===== config.mk =====
export PLATFORM = sky130hd
export DESIGN_NAME = ethernet_protocol_classifier_counters
export DESIGN_NICKNAME = d
export VERILOG_FILES = /design/src/hw/rtl/epcc_pkg.sv /design/src/hw/rtl/ethernet_protocol_classifier_counters.sv /design/src/hw/rtl/epcc_front.sv /design/src/hw/rtl/epcc_evq.sv /design/src/hw/rtl/epcc_back.sv
export SDC_FILE = /design/constraint.sdc
export NUM_CORES = 1
export LEC_CHECK = 0
export ABC_CLOCK_PERIOD_IN_PS = 16000
export BUFFER_PORTS_ARGS = -buffer_cell sky130_fd_sc_hd__buf_2
export CAP_MARGIN = 30
export CORE_MARGIN = 10
export CORE_UTILIZATION = 50
export CTS_BUF_LIST = sky130_fd_sc_hd__clkbuf_4 sky130_fd_sc_hd__clkbuf_8 sky130_fd_sc_hd__clkbuf_16
export DETAILED_ROUTE_END_ITERATION = 6
export PLACE_DENSITY = 0.73
export SETUP_SLACK_MARGIN = 0.05
export SLEW_MARGIN = 10
export SYNTH_ARGS = -nofsm -noshare
export SYNTH_HDL_FRONTEND = slang
export SYNTH_SLANG_ARGS = --single-unit

===== constraint.sdc =====
create_clock -name i_clk -period 16 [get_ports i_clk]
set_input_delay 1.6 -clock i_clk [delete_from_list [all_inputs] [get_ports i_clk]]
set_output_delay 1.6 -clock i_clk [all_outputs]
set_load 0.01 [all_outputs]

===== src/hw/rtl/epcc_pkg.sv =====
package epcc_pkg;

    localparam int MAX_FRAME_BYTES_DEF = 65535;
    localparam int COUNTER_BITS_DEF    = 32;

    localparam int EVQ_DEPTH = 4;

    localparam logic [15:0] MIN_IP_FRAME = 16'd34;
    localparam logic [15:0] POS_TYPE_HI  = 16'd12;
    localparam logic [15:0] POS_TYPE_LO  = 16'd13;
    localparam logic [15:0] POS_V6_NEXT  = 16'd20;
    localparam logic [15:0] POS_V4_PROTO = 16'd23;

    localparam logic [15:0] TYPE_IPV4 = 16'h0800;
    localparam logic [15:0] TYPE_IPV6 = 16'h86DD;

    localparam logic [7:0] PROTO_ICMP   = 8'd1;
    localparam logic [7:0] PROTO_TCP    = 8'd6;
    localparam logic [7:0] PROTO_UDP    = 8'd17;
    localparam logic [7:0] PROTO_ICMPV6 = 8'd58;

    localparam logic [3:0] CLS_SHORT     = 4'd0;
    localparam logic [3:0] CLS_NON_IP    = 4'd1;
    localparam logic [3:0] CLS_V4_TCP    = 4'd2;
    localparam logic [3:0] CLS_V4_UDP    = 4'd3;
    localparam logic [3:0] CLS_V4_ICMP   = 4'd4;
    localparam logic [3:0] CLS_V4_OTHER  = 4'd5;
    localparam logic [3:0] CLS_V6_TCP    = 4'd6;
    localparam logic [3:0] CLS_V6_UDP    = 4'd7;
    localparam logic [3:0] CLS_V6_ICMPV6 = 4'd8;
    localparam logic [3:0] CLS_V6_OTHER  = 4'd9;

    localparam int NUM_CNT    = 8;
    localparam int CNT_TOTAL  = 0;
    localparam int CNT_IPV4   = 1;
    localparam int CNT_IPV6   = 2;
    localparam int CNT_TCP    = 3;
    localparam int CNT_UDP    = 4;
    localparam int CNT_ICMP   = 5;
    localparam int CNT_ICMPV6 = 6;
    localparam int CNT_OTHER  = 7;

    typedef struct packed {
        logic [7:0] data_byte;
        logic       last_byte;
    } t_item;

    typedef struct packed {
        logic [3:0]  frame_class;
        logic [15:0] frame_length;
        logic [31:0] count_total;
        logic [31:0] count_ipv4;
        logic [31:0] count_ipv6;
        logic [31:0] count_tcp;
        logic [31:0] count_udp;
        logic [31:0] count_icmp;
        logic [31:0] count_icmpv6;
        logic [31:0] count_other;
        logic [47:0] byte_total;
    } t_result;

    // one classified frame, handed from parser to counters
    typedef struct packed {
        logic [3:0]  frame_class;
        logic [15:0] frame_length;
    } t_event;

endpackage


===== src/hw/rtl/ethernet_protocol_classifier_counters.sv =====
// Ethernet frame classifier with running statistics. Frame bytes enter one per
// cycle unless full, through a queue-style port (push/full), starting at the
// destination MAC, with last_byte set on the final byte. A parser captures the
// EtherType and the IPv4 protocol or IPv6 next header and, on the last byte,
// hands the frame class and length to a 4-entry event queue. A counter stage
// drains that queue at one frame per cycle unless stalled, updates the eight
// frame counters and the 48-bit byte sum, and presents one result per frame at a
// registered output (empty/pop). full rises only when four frames wait behind a
// stalled result port. Frames under 34 bytes are class 0 and count as total and
// other only; frame length saturates at MAX_FRAME_BYTES and all counters wrap.
module ethernet_protocol_classifier_counters #(
    parameter int MAX_FRAME_BYTES = epcc_pkg::MAX_FRAME_BYTES_DEF,
    parameter int COUNTER_BITS    = epcc_pkg::COUNTER_BITS_DEF
) (
    input  logic              i_clk,
    input  logic              i_rst_n,
    input  logic              push,
    output logic              full,
    input  epcc_pkg::t_item   i_item,
    output logic              empty,
    input  logic              pop,
    output epcc_pkg::t_result o_result
);

    logic             accept;
    logic             ev_push;
    epcc_pkg::t_event ev_in;
    logic             ev_valid;
    epcc_pkg::t_event ev_out;
    logic             ev_pop;

    assign accept = push && !full;

    epcc_front #(
        .MAX_FRAME_BYTES(MAX_FRAME_BYTES)
    ) u_front (
        .i_clk     (i_clk),
        .i_rst_n   (i_rst_n),
        .i_accept  (accept),
        .i_item    (i_item),
        .o_ev_push (ev_push),
        .o_ev      (ev_in)
    );

    epcc_evq u_evq (
        .i_clk   (i_clk),
        .i_rst_n (i_rst_n),
        .i_push  (ev_push),
        .i_data  (ev_in),
        .o_full  (full),
        .i_pop   (ev_pop),
        .o_valid (ev_valid),
        .o_data  (ev_out)
    );

    epcc_back #(
        .COUNTER_BITS(COUNTER_BITS)
    ) u_back (
        .i_clk      (i_clk),
        .i_rst_n    (i_rst_n),
        .i_ev_valid (ev_valid),
        .i_ev       (ev_out),
        .o_ev_pop   (ev_pop),
        .i_pop      (pop),
        .o_empty    (empty),
        .o_result   (o_result)
    );

endmodule


===== src/hw/rtl/epcc_front.sv =====
module epcc_front #(
    parameter int MAX_FRAME_BYTES = epcc_pkg::MAX_FRAME_BYTES_DEF
) (
    input  logic             i_clk,
    input  logic             i_rst_n,
    input  logic             i_accept,
    input  epcc_pkg::t_item  i_item,
    output logic             o_ev_push,
    output epcc_pkg::t_event o_ev
);

    localparam logic [15:0] MAX_LEN = 16'(MAX_FRAME_BYTES);

    logic [15:0] r_pos, n_pos;
    logic [15:0] r_etype, n_etype;
    logic [7:0]  r_proto, n_proto;
    logic [15:0] len;
    logic [3:0]  cls;
    logic [7:0]  b;

    always_comb begin
        b       = i_item.data_byte;
        n_etype = r_etype;
        n_proto = r_proto;
        if (r_pos == epcc_pkg::POS_TYPE_HI) begin
            n_etype = {b, r_etype[7:0]};
        end else if (r_pos == epcc_pkg::POS_TYPE_LO) begin
            n_etype = {r_etype[15:8], b};
        end else if (r_pos == epcc_pkg::POS_V6_NEXT && r_etype == epcc_pkg::TYPE_IPV6) begin
            n_proto = b;
        end else if (r_pos == epcc_pkg::POS_V4_PROTO && r_etype == epcc_pkg::TYPE_IPV4) begin
            n_proto = b;
        end

        len = (r_pos < MAX_LEN) ? r_pos + 16'd1 : MAX_LEN;

        if (len < epcc_pkg::MIN_IP_FRAME) begin
            cls = epcc_pkg::CLS_SHORT;
        end else if (n_etype == epcc_pkg::TYPE_IPV4) begin
            case (n_proto)
                epcc_pkg::PROTO_TCP:  cls = epcc_pkg::CLS_V4_TCP;
                epcc_pkg::PROTO_UDP:  cls = epcc_pkg::CLS_V4_UDP;
                epcc_pkg::PROTO_ICMP: cls = epcc_pkg::CLS_V4_ICMP;
                default:              cls = epcc_pkg::CLS_V4_OTHER;
            endcase
        end else if (n_etype == epcc_pkg::TYPE_IPV6) begin
            case (n_proto)
                epcc_pkg::PROTO_TCP:    cls = epcc_pkg::CLS_V6_TCP;
                epcc_pkg::PROTO_UDP:    cls = epcc_pkg::CLS_V6_UDP;
                epcc_pkg::PROTO_ICMPV6: cls = epcc_pkg::CLS_V6_ICMPV6;
                default:                cls = epcc_pkg::CLS_V6_OTHER;
            endcase
        end else begin
            cls = epcc_pkg::CLS_NON_IP;
        end

        n_pos = len;
        // frame end returns the parser to its idle values
        if (i_item.last_byte) begin
            n_pos   = '0;
            n_etype = '0;
            n_proto = '0;
        end
    end

    always_ff @(posedge i_clk) begin
        if (!i_rst_n) begin
            r_pos   <= '0;
            r_etype <= '0;
            r_proto <= '0;
        end else if (i_accept) begin
            r_pos   <= n_pos;
            r_etype <= n_etype;
            r_proto <= n_proto;
        end
    end

    assign o_ev_push       = i_accept && i_item.last_byte;
    assign o_ev.frame_class  = cls;
    assign o_ev.frame_length = len;

endmodule


===== src/hw/rtl/epcc_evq.sv =====
module epcc_evq (
    input  logic             i_clk,
    input  logic             i_rst_n,
    input  logic             i_push,
    input  epcc_pkg::t_event i_data,
    output logic             o_full,
    input  logic             i_pop,
    output logic             o_valid,
    output epcc_pkg::t_event o_data
);

    localparam int DEPTH  = epcc_pkg::EVQ_DEPTH;
    localparam int PTR_W  = $clog2(DEPTH);
    localparam int CNT_W  = $clog2(DEPTH + 1);

    epcc_pkg::t_event r_mem [DEPTH];
    logic [PTR_W-1:0] r_wr, r_rd;
    logic [CNT_W-1:0] r_cnt;
    logic             do_push, do_pop;

    assign o_full  = (r_cnt == CNT_W'(DEPTH));
    assign o_valid = (r_cnt != '0);
    assign o_data  = r_mem[r_rd];
    assign do_push = i_push && !o_full;
    assign do_pop  = i_pop && o_valid;

    always_ff @(posedge i_clk) begin
        if (do_push) begin
            r_mem[r_wr] <= i_data;
        end
    end

    always_ff @(posedge i_clk) begin
        if (!i_rst_n) begin
            r_wr  <= '0;
            r_rd  <= '0;
            r_cnt <= '0;
        end else begin
            if (do_push) begin
                r_wr <= (r_wr == PTR_W'(DEPTH - 1)) ? '0 : r_wr + 1'b1;
            end
            if (do_pop) begin
                r_rd <= (r_rd == PTR_W'(DEPTH - 1)) ? '0 : r_rd + 1'b1;
            end
            if (do_push && !do_pop) begin
                r_cnt <= r_cnt + 1'b1;
            end else if (do_pop && !do_push) begin
                r_cnt <= r_cnt - 1'b1;
            end
        end
    end

endmodule


===== src/hw/rtl/epcc_back.sv =====
module epcc_back #(
    parameter int COUNTER_BITS = epcc_pkg::COUNTER_BITS_DEF
) (
    input  logic              i_clk,
    input  logic              i_rst_n,
    input  logic              i_ev_valid,
    input  epcc_pkg::t_event  i_ev,
    output logic              o_ev_pop,
    input  logic              i_pop,
    output logic              o_empty,
    output epcc_pkg::t_result o_result
);

    logic [COUNTER_BITS-1:0] r_cnt [epcc_pkg::NUM_CNT];
    logic [COUNTER_BITS-1:0] n_cnt [epcc_pkg::NUM_CNT];
    logic [47:0]             r_bytes, n_bytes;
    logic [epcc_pkg::NUM_CNT-1:0] bump;
    logic                    r_valid;
    epcc_pkg::t_result       r_res, n_res;
    logic                    take;

    // output slot is free or being drained this cycle
    assign take     = i_ev_valid && (!r_valid || i_pop);
    assign o_ev_pop = take;
    assign o_empty  = !r_valid;
    assign o_result = r_res;

    always_comb begin
        bump = '0;
        bump[epcc_pkg::CNT_TOTAL] = 1'b1;
        case (i_ev.frame_class)
            epcc_pkg::CLS_SHORT, epcc_pkg::CLS_NON_IP: begin
                bump[epcc_pkg::CNT_OTHER] = 1'b1;
            end
            epcc_pkg::CLS_V4_TCP: begin
                bump[epcc_pkg::CNT_IPV4] = 1'b1;
                bump[epcc_pkg::CNT_TCP]  = 1'b1;
            end
            epcc_pkg::CLS_V4_UDP: begin
                bump[epcc_pkg::CNT_IPV4] = 1'b1;
                bump[epcc_pkg::CNT_UDP]  = 1'b1;
            end
            epcc_pkg::CLS_V4_ICMP: begin
                bump[epcc_pkg::CNT_IPV4] = 1'b1;
                bump[epcc_pkg::CNT_ICMP] = 1'b1;
            end
            epcc_pkg::CLS_V4_OTHER: begin
                bump[epcc_pkg::CNT_IPV4]  = 1'b1;
                bump[epcc_pkg::CNT_OTHER] = 1'b1;
            end
            epcc_pkg::CLS_V6_TCP: begin
                bump[epcc_pkg::CNT_IPV6] = 1'b1;
                bump[epcc_pkg::CNT_TCP]  = 1'b1;
            end
            epcc_pkg::CLS_V6_UDP: begin
                bump[epcc_pkg::CNT_IPV6] = 1'b1;
                bump[epcc_pkg::CNT_UDP]  = 1'b1;
            end
            epcc_pkg::CLS_V6_ICMPV6: begin
                bump[epcc_pkg::CNT_IPV6]   = 1'b1;
                bump[epcc_pkg::CNT_ICMPV6] = 1'b1;
            end
            default: begin
                bump[epcc_pkg::CNT_IPV6]  = 1'b1;
                bump[epcc_pkg::CNT_OTHER] = 1'b1;
            end
        endcase

        for (int i = 0; i < epcc_pkg::NUM_CNT; i++) begin
            n_cnt[i] = r_cnt[i] + COUNTER_BITS'(bump[i]);
        end
        n_bytes = r_bytes + 48'(i_ev.frame_length);

        n_res.frame_class  = i_ev.frame_class;
        n_res.frame_length = i_ev.frame_length;
        n_res.count_total  = 32'(n_cnt[epcc_pkg::CNT_TOTAL]);
        n_res.count_ipv4   = 32'(n_cnt[epcc_pkg::CNT_IPV4]);
        n_res.count_ipv6   = 32'(n_cnt[epcc_pkg::CNT_IPV6]);
        n_res.count_tcp    = 32'(n_cnt[epcc_pkg::CNT_TCP]);
        n_res.count_udp    = 32'(n_cnt[epcc_pkg::CNT_UDP]);
        n_res.count_icmp   = 32'(n_cnt[epcc_pkg::CNT_ICMP]);
        n_res.count_icmpv6 = 32'(n_cnt[epcc_pkg::CNT_ICMPV6]);
        n_res.count_other  = 32'(n_cnt[epcc_pkg::CNT_OTHER]);
        n_res.byte_total   = n_bytes;
    end

    always_ff @(posedge i_clk) begin
        if (!i_rst_n) begin
            for (int i = 0; i < epcc_pkg::NUM_CNT; i++) begin
                r_cnt[i] <= '0;
            end
            r_bytes <= '0;
            r_valid <= 1'b0;
        end else begin
            if (take) begin
                for (int i = 0; i < epcc_pkg::NUM_CNT; i++) begin
                    r_cnt[i] <= n_cnt[i];
                end
                r_bytes <= n_bytes;
                r_valid <= 1'b1;
            end else if (i_pop) begin
                r_valid <= 1'b0;
            end
        end
    end

    always_ff @(posedge i_clk) begin
        if (take) begin
            r_res <= n_res;
        end
    end

endmodule

## Yosys cells after proc, flatten, opt, wreduce, memory -nomap -nowiden

Memory sizes are Yosys's and may differ from the RTL's. A register that Yosys moved wholly into a read port is not among the register bits.
Cells that the tools add are included.

| operators by class | value |
|---|---|
| add/subtract/negate cells | 14 |
| order comparisons | 2 |
| equal/unequal tests | 23 |
| multiplexer cells | 44 |
| bitwise gates (word level) | 8 |
| reduce and logical (&&, ||, !) cells | 23 |

Operators by type and width:

| operator | count |
|---|---|
| 32-bit 2-to-1 mux | 8 |
| 32-bit by 1-bit adder with 32-bit output | 7 |
| 16-bit 2-to-1 mux | 4 |
| 48-bit by 16-bit adder with 48-bit output | 1 |
| 8-bit 2-to-1 mux | 6 |
| 32-bit by 1-bit adder with 32-bit output, second input constant | 1 |
| 16-bit by 12-bit equality test with 1-bit output, second input constant | 2 |
| 16-bit equality test, second input constant | 2 |
| 16-bit by 4-bit equality test with 1-bit output, second input constant | 2 |
| 16-bit by 5-bit equality test with 1-bit output, second input constant | 2 |
| 16-bit by 1-bit adder with 16-bit output, second input constant | 1 |
| 4-bit by 3-bit equality test with 1-bit output, second input constant | 4 |
| 16-bit < comparator, second input constant | 1 |
| 16-bit by 6-bit < comparator with 1-bit output, second input constant | 1 |
| 1-bit 2-to-1 mux | 15 |
| 4-bit 2-to-1 mux | 3 |
| 4-bit one-hot mux with 3 select lines | 1 |
| 6-bit OR reduction | 2 |
| 1-bit logical AND | 9 |
| 3-bit one-hot mux with 3 select lines | 1 |
| 4-bit by 2-bit equality test with 1-bit output, second input constant | 2 |
| 8-bit by 1-bit equality test with 1-bit output, second input constant | 1 |
| 8-bit by 3-bit equality test with 1-bit output, second input constant | 1 |
| 8-bit by 5-bit equality test with 1-bit output, second input constant | 1 |
| 18 further kinds | 36 |

| word-level totals | value |
|---|---|
| register bits | 420 |
| RAM bits | 336 |
| word-level logic and storage cells | 135 |
| memories | 2 |

Memory list:

| memory | depth | width | rd ports | clocked after Yosys merged registers in | wr ports | line | source |
|---|---|---|---|---|---|---|---|
| u_back.r_cnt | 8 | 32 | 8 | 0 | 8 | epcc_back.sv:14 | `logic [COUNTER_BITS-1:0] r_cnt [epcc_pkg::NUM_CNT];` |
| u_evq.r_mem | 4 | 20 | 1 | 1 | 1 | epcc_evq.sv:16 | `epcc_pkg::t_event r_mem [DEPTH];` |

## Logic depth before layout (Yosys ltp)

| logic depth | value |
|---|---|
| word-level depth | 11 |
| depth in mapped cells | 14 |
| depth with buffers taken out | 13 |

## Cells and area by module

Synthesis repeated with hierarchy kept, for this count alone.

| second synthesis, totals | value |
|---|---|
| cells, all modules | 2500 |
| area total of the unflattened synthesis | 33249.4 sq um |

Modules (own cells, without submodules):

| module | instances | cells an instance | area an instance (sq um) | sequential area each (sq um) |
|---|---|---|---|---|
| epcc_back | 1 | 2002 | 27143.5 | 18397.6 |
| epcc_evq | 1 | 155 | 3360.7 | 2582.5 |
| epcc_front | 1 | 342 | 2731.4 | 800.8 |
| ethernet_protocol_classifier_counters | 1 | 1 | 13.8 | 0.0 |

## Least setup slack after synthesis

OpenSTA, ideal clock, no wires.

| timing | value |
|---|---|
| path type | input-to-reg |
| start | input port pop |
| end | register u_back.r_res, in the netlist u_back.o_result[0] (enable) |
| setup time | 0.815 ns |
| data arrival time | 11.048 ns |
| data required time | 15.185 ns |
| setup slack | 4.137 ns |
| cell stages on the path | 5 |
| path through | inv_1 -> a21o_1 -> inv_1 -> clkbuf_1 -> clkbuf_1 |

| on the way | value |
|---|---|
| cells in the longest elaborated chain, start to end | 2 |

Ends and longest elaborated chain:

| what | line | source |
|---|---|---|
| from (decl) | ethernet_protocol_classifier_counters.sv:21 | `input logic pop,` |
| 1-bit logical OR | epcc_back.sv:23 | `assign take = i_ev_valid && (!r_valid \|\| i_pop);` |
| 1-bit logical AND | epcc_back.sv:23 |  |
| via ev_pop | ethernet_protocol_classifier_counters.sv:30 | `logic ev_pop;` |
| to (signal assigned) | epcc_back.sv:109 | `r_res <= n_res;` |
| to (decl) | epcc_back.sv:19 | `epcc_pkg::t_result r_res, n_res;` |

The timed path passes the listed nets, and every way through them passes these cells.
A chain may end at the register's enable or synchronous reset.

==> qor.yml <==
synthTopCellsByArea: "edfxtp_1 60%, dfxtp_1 6.0%, and2_1 4.6%"
tightest_slew_ns: 0.9462
pwr-share-clk: 0.245
min_path_cells: 2
min_from: "u_back.r_bytes[6]"
grt.overflow.total: 0
critPathSlowestCell: "buf_4"
clkTransAtPathRegs_ns: 0.06
cp-end-kind: "flip-flop"
syn_area_mm2: 0.03283
dp_cells: 3603
wirelength_um: 73570
ctsHtreeMaxLevel: 3
die_h_um: 276.2
synth_top_area_cell: "edfxtp_1"
final_nets: 2889
whs_endpoint: "u_back.r_bytes[6]"
place_ws_ns: 9.938
synth_area_per_cell_um2: 13.27
grt_max_degree: 186
cts_tree: "built"
drive_gt1_frac: 0.1862
max_stage_delay_ns: 0.82
path_cells: "buf_2 -> inv_1 -> a21o_1 -> buf_4 -> inv_8 -> nor2_1 -> inv_8 -> buf_4 -> buf_4"
fin_setup_tns_ns: 0
outcome: "completed"
switching_share: 0.3339
start_util: 0.5074
layout_setup_ws_ns: 10.60
final_cell_mix: "660 x edfxtp_1, 338 x buf_2, 240 x and2_1"
clk_path_buf_depth: 3
seqPwrFrac: 0.491
rsz0062_at_grt: "no"
maxSlewViolCount: 0
powerDensity_mw_per_mm2: 198.4
startpoint_type: "input pin"
ys_types: 76
drt_pre_antenna_iters: 6
place.gp.congestion: 0.8718
r2r_start: "u_evq.r_cnt[0]"
cts_root_buffer: "clkbuf_16"
critPathTopFamily: "buffers and inverters"
grt_pass1_vias: 20560
crit_fanout: 125
antenna_found_initial: 0
ys_warn_count: 0
r2r_cells: 8
timing.final.crit_period_ns: 5.399
die_w_um: 276.2
synthCells: 2473
critical_path_class: "input pin to flip-flop"
path_buf_inv: 7
drtAntennaViolNets: 0
postCtsSetupBuffers: 0
hold_class: "flip-flop to flip-flop"
p_int_w: 0.005060
p_sw_w: 0.002537
ctsResizeCount: 0
ys_async_sr_fraction: 0
n_fill_cell: 5049
cpMostUsedCell: "buf_4"
io_buffers: 338
core_mm2: 0.06470
synth_edf_count: 660
area_delta_synth_final_pct: 16.63
drtIter0Drc: 1771
clock_skew_ns: 0.03972
holdBufCountCts: 0
grt_usage: 0.1863
peakVddDrop_mv: 0.2098
critPathRequiredTime_ns: 16.24
synth_top_area_share: 0.6037
die_area_mm2: 0.07631
setup_viol: 0
ys_seq_area_frac: 0.6635
synth.net_count: 2528
drt-wirelength-per-cell_um: 19.61
synthFlopType: "edfxtp_1"
finalNonFillerCells: 3751
final_common_cell: "edfxtp_1"
rows: 93
power_w: 0.007597
max_freq_mhz: 185.2
clock_latency_ns: 0.64
place_hpwl_um: 50620
num_vias: 20870
r2r_slack_ns: 11.22
reg2reg_to: "u_back.r_cnt[0][249]"
via_per_inst: 5.565
yosys_register_bits: 758
cp.arrival_ns: 5.64
cts.sinks: 758
cap_viol_max_count: 0
io_pins: 339
fin_crit_sh: 0.3375
leakagePower_nw: 14.70
drc: 0
slew-limit-headroom: 0.3692
grt_pass1_wl_um: 115700
cts_buffers: 80
hold_viol: 0
power_frac_comb: 0.264
[final cells by class]
class	count	area (um2)	area share
Multi-Input combinational cell	1571	10520	0.2748
Sequential cell	758	21780	0.5689
Tap cell	855	1070	0.02794
Clock inverter	45	501.7	0.01310
Inverter	62	247.7	0.006471
Antenna cell	1	2.502	0.00006536
Clock buffer	98	2173	0.05677
Timing Repair Buffer	361	1987	0.05190
[Yosys cell counts (15+ instances only)]
master	number
nand3_1	113
o21ai_0	20
xnor2_1	160
nand2_1	145
and2_1	240
or4_1	17
inv_1	61
nor2b_1	15
and4_1	20
dfxtp_1	98
nor3_1	62
a22oi_1	35
nand4_1	58
nor2_1	166
clkbuf_1	71
edfxtp_1	660
a21oi_1	62
xor2_1	136
and3_1	77
or3_1	28
mux4_2	20
ha_1	40
[how the worst max path moves through the flow]
stage / endpoint / cells after the start / slack [ns] / from
floorplan: u_back.o_result[0] / 5 / 4.14 / pop
global placement: u_back.r_cnt[0][250] / 9 / 10.10 / pop
detailed placement: u_back.r_cnt[0][250] / 9 / 9.94 / pop
CTS: u_back.r_cnt[0][249] / 9 / 10.62 / pop
global route: u_back.r_cnt[0][240] / 9 / 10.30 / pop
finish: u_back.r_cnt[0][249] / 9 / 10.60 / pop
[through the flow]
stage	hold slack, ns	area, um2	util
after floorplan	0.4400	32830	-
after global placement	0.4457	35430	0.5476
after detailed placement	0.4572	35530	0.5491
after CTS	0.4658	38200	0.5905
after global routing	0.4836	38280	0.5917
final	0.4622	38290	0.5918
[layer usage]
layer	GRT usage	vias to the layer above	wire (um)
met4	0.06680	0	2118
met1	0.2356	10350	30600
met2	0.3151	617	36650
met5	0	-	0
li1	-	9793	-
met3	0.03584	114	4193
[sequential cells by signal (all words and copies together), names as in the netlist, named ones only]
| name | count |
|---|---|
| u_back.r_cnt | 256 |
| u_back.o_result | 324 |
| u_back.r_valid | 1 |
| u_front.r_proto | 8 |
| u_evq.r_rd | 2 |
| u_evq.r_wr | 2 |
| u_front.r_pos | 16 |
| u_back.r_bytes | 48 |
| u_evq.r_cnt | 3 |
| u_front.r_etype | 16 |
| u_evq.r_mem | 80 |
[worst min-delay path, delay by kind of cell (launching register included)]
| family | cells | cell delay, ns |
|---|---|---|
| DFF | 1 | 0.31 |
| and+or+nand+nor | 1 | 0.05 |
| AOI/OAI and AO/OA | 1 | 0.05 |
[power by group through the flow]
| stage | combinational (W) | sequential [W] | clock [W] |
|---|---|---|---|
| CTS | 0.00203 | 0.00374 | 0.00190 |
| global route | 0.00219 | 0.00382 | 0.00199 |
| floorplan | 0.000941 | 0.00407 | 0 |
| detailed placement | 0.00202 | 0.00377 | 0 |
| finish | 0.00200 | 0.00373 | 0.00186 |
| global placement | 0.00196 | 0.00374 | 0 |
[logic make-up (layout without fill, tap and decap cells)]
kind of cell / count (synthesis) / after routing / share of synthesized area
buffers and inverters: 144 / 566 / 0.01677
xor gates and xnor gates: 296 / 296 / 0.07897
DFF: 758 / 758 / 0.6635
and+or+nand+nor: 1008 / 1008 / 0.1685
AOI/OAI and AO/OA: 195 / 195 / 0.03899
muxes: 30 / 30 / 0.01685
adders and majority gates: 42 / 42 / 0.01647
other: 0 / 1 / 0
No activity file was read; power rests on OpenSTA's default activity.
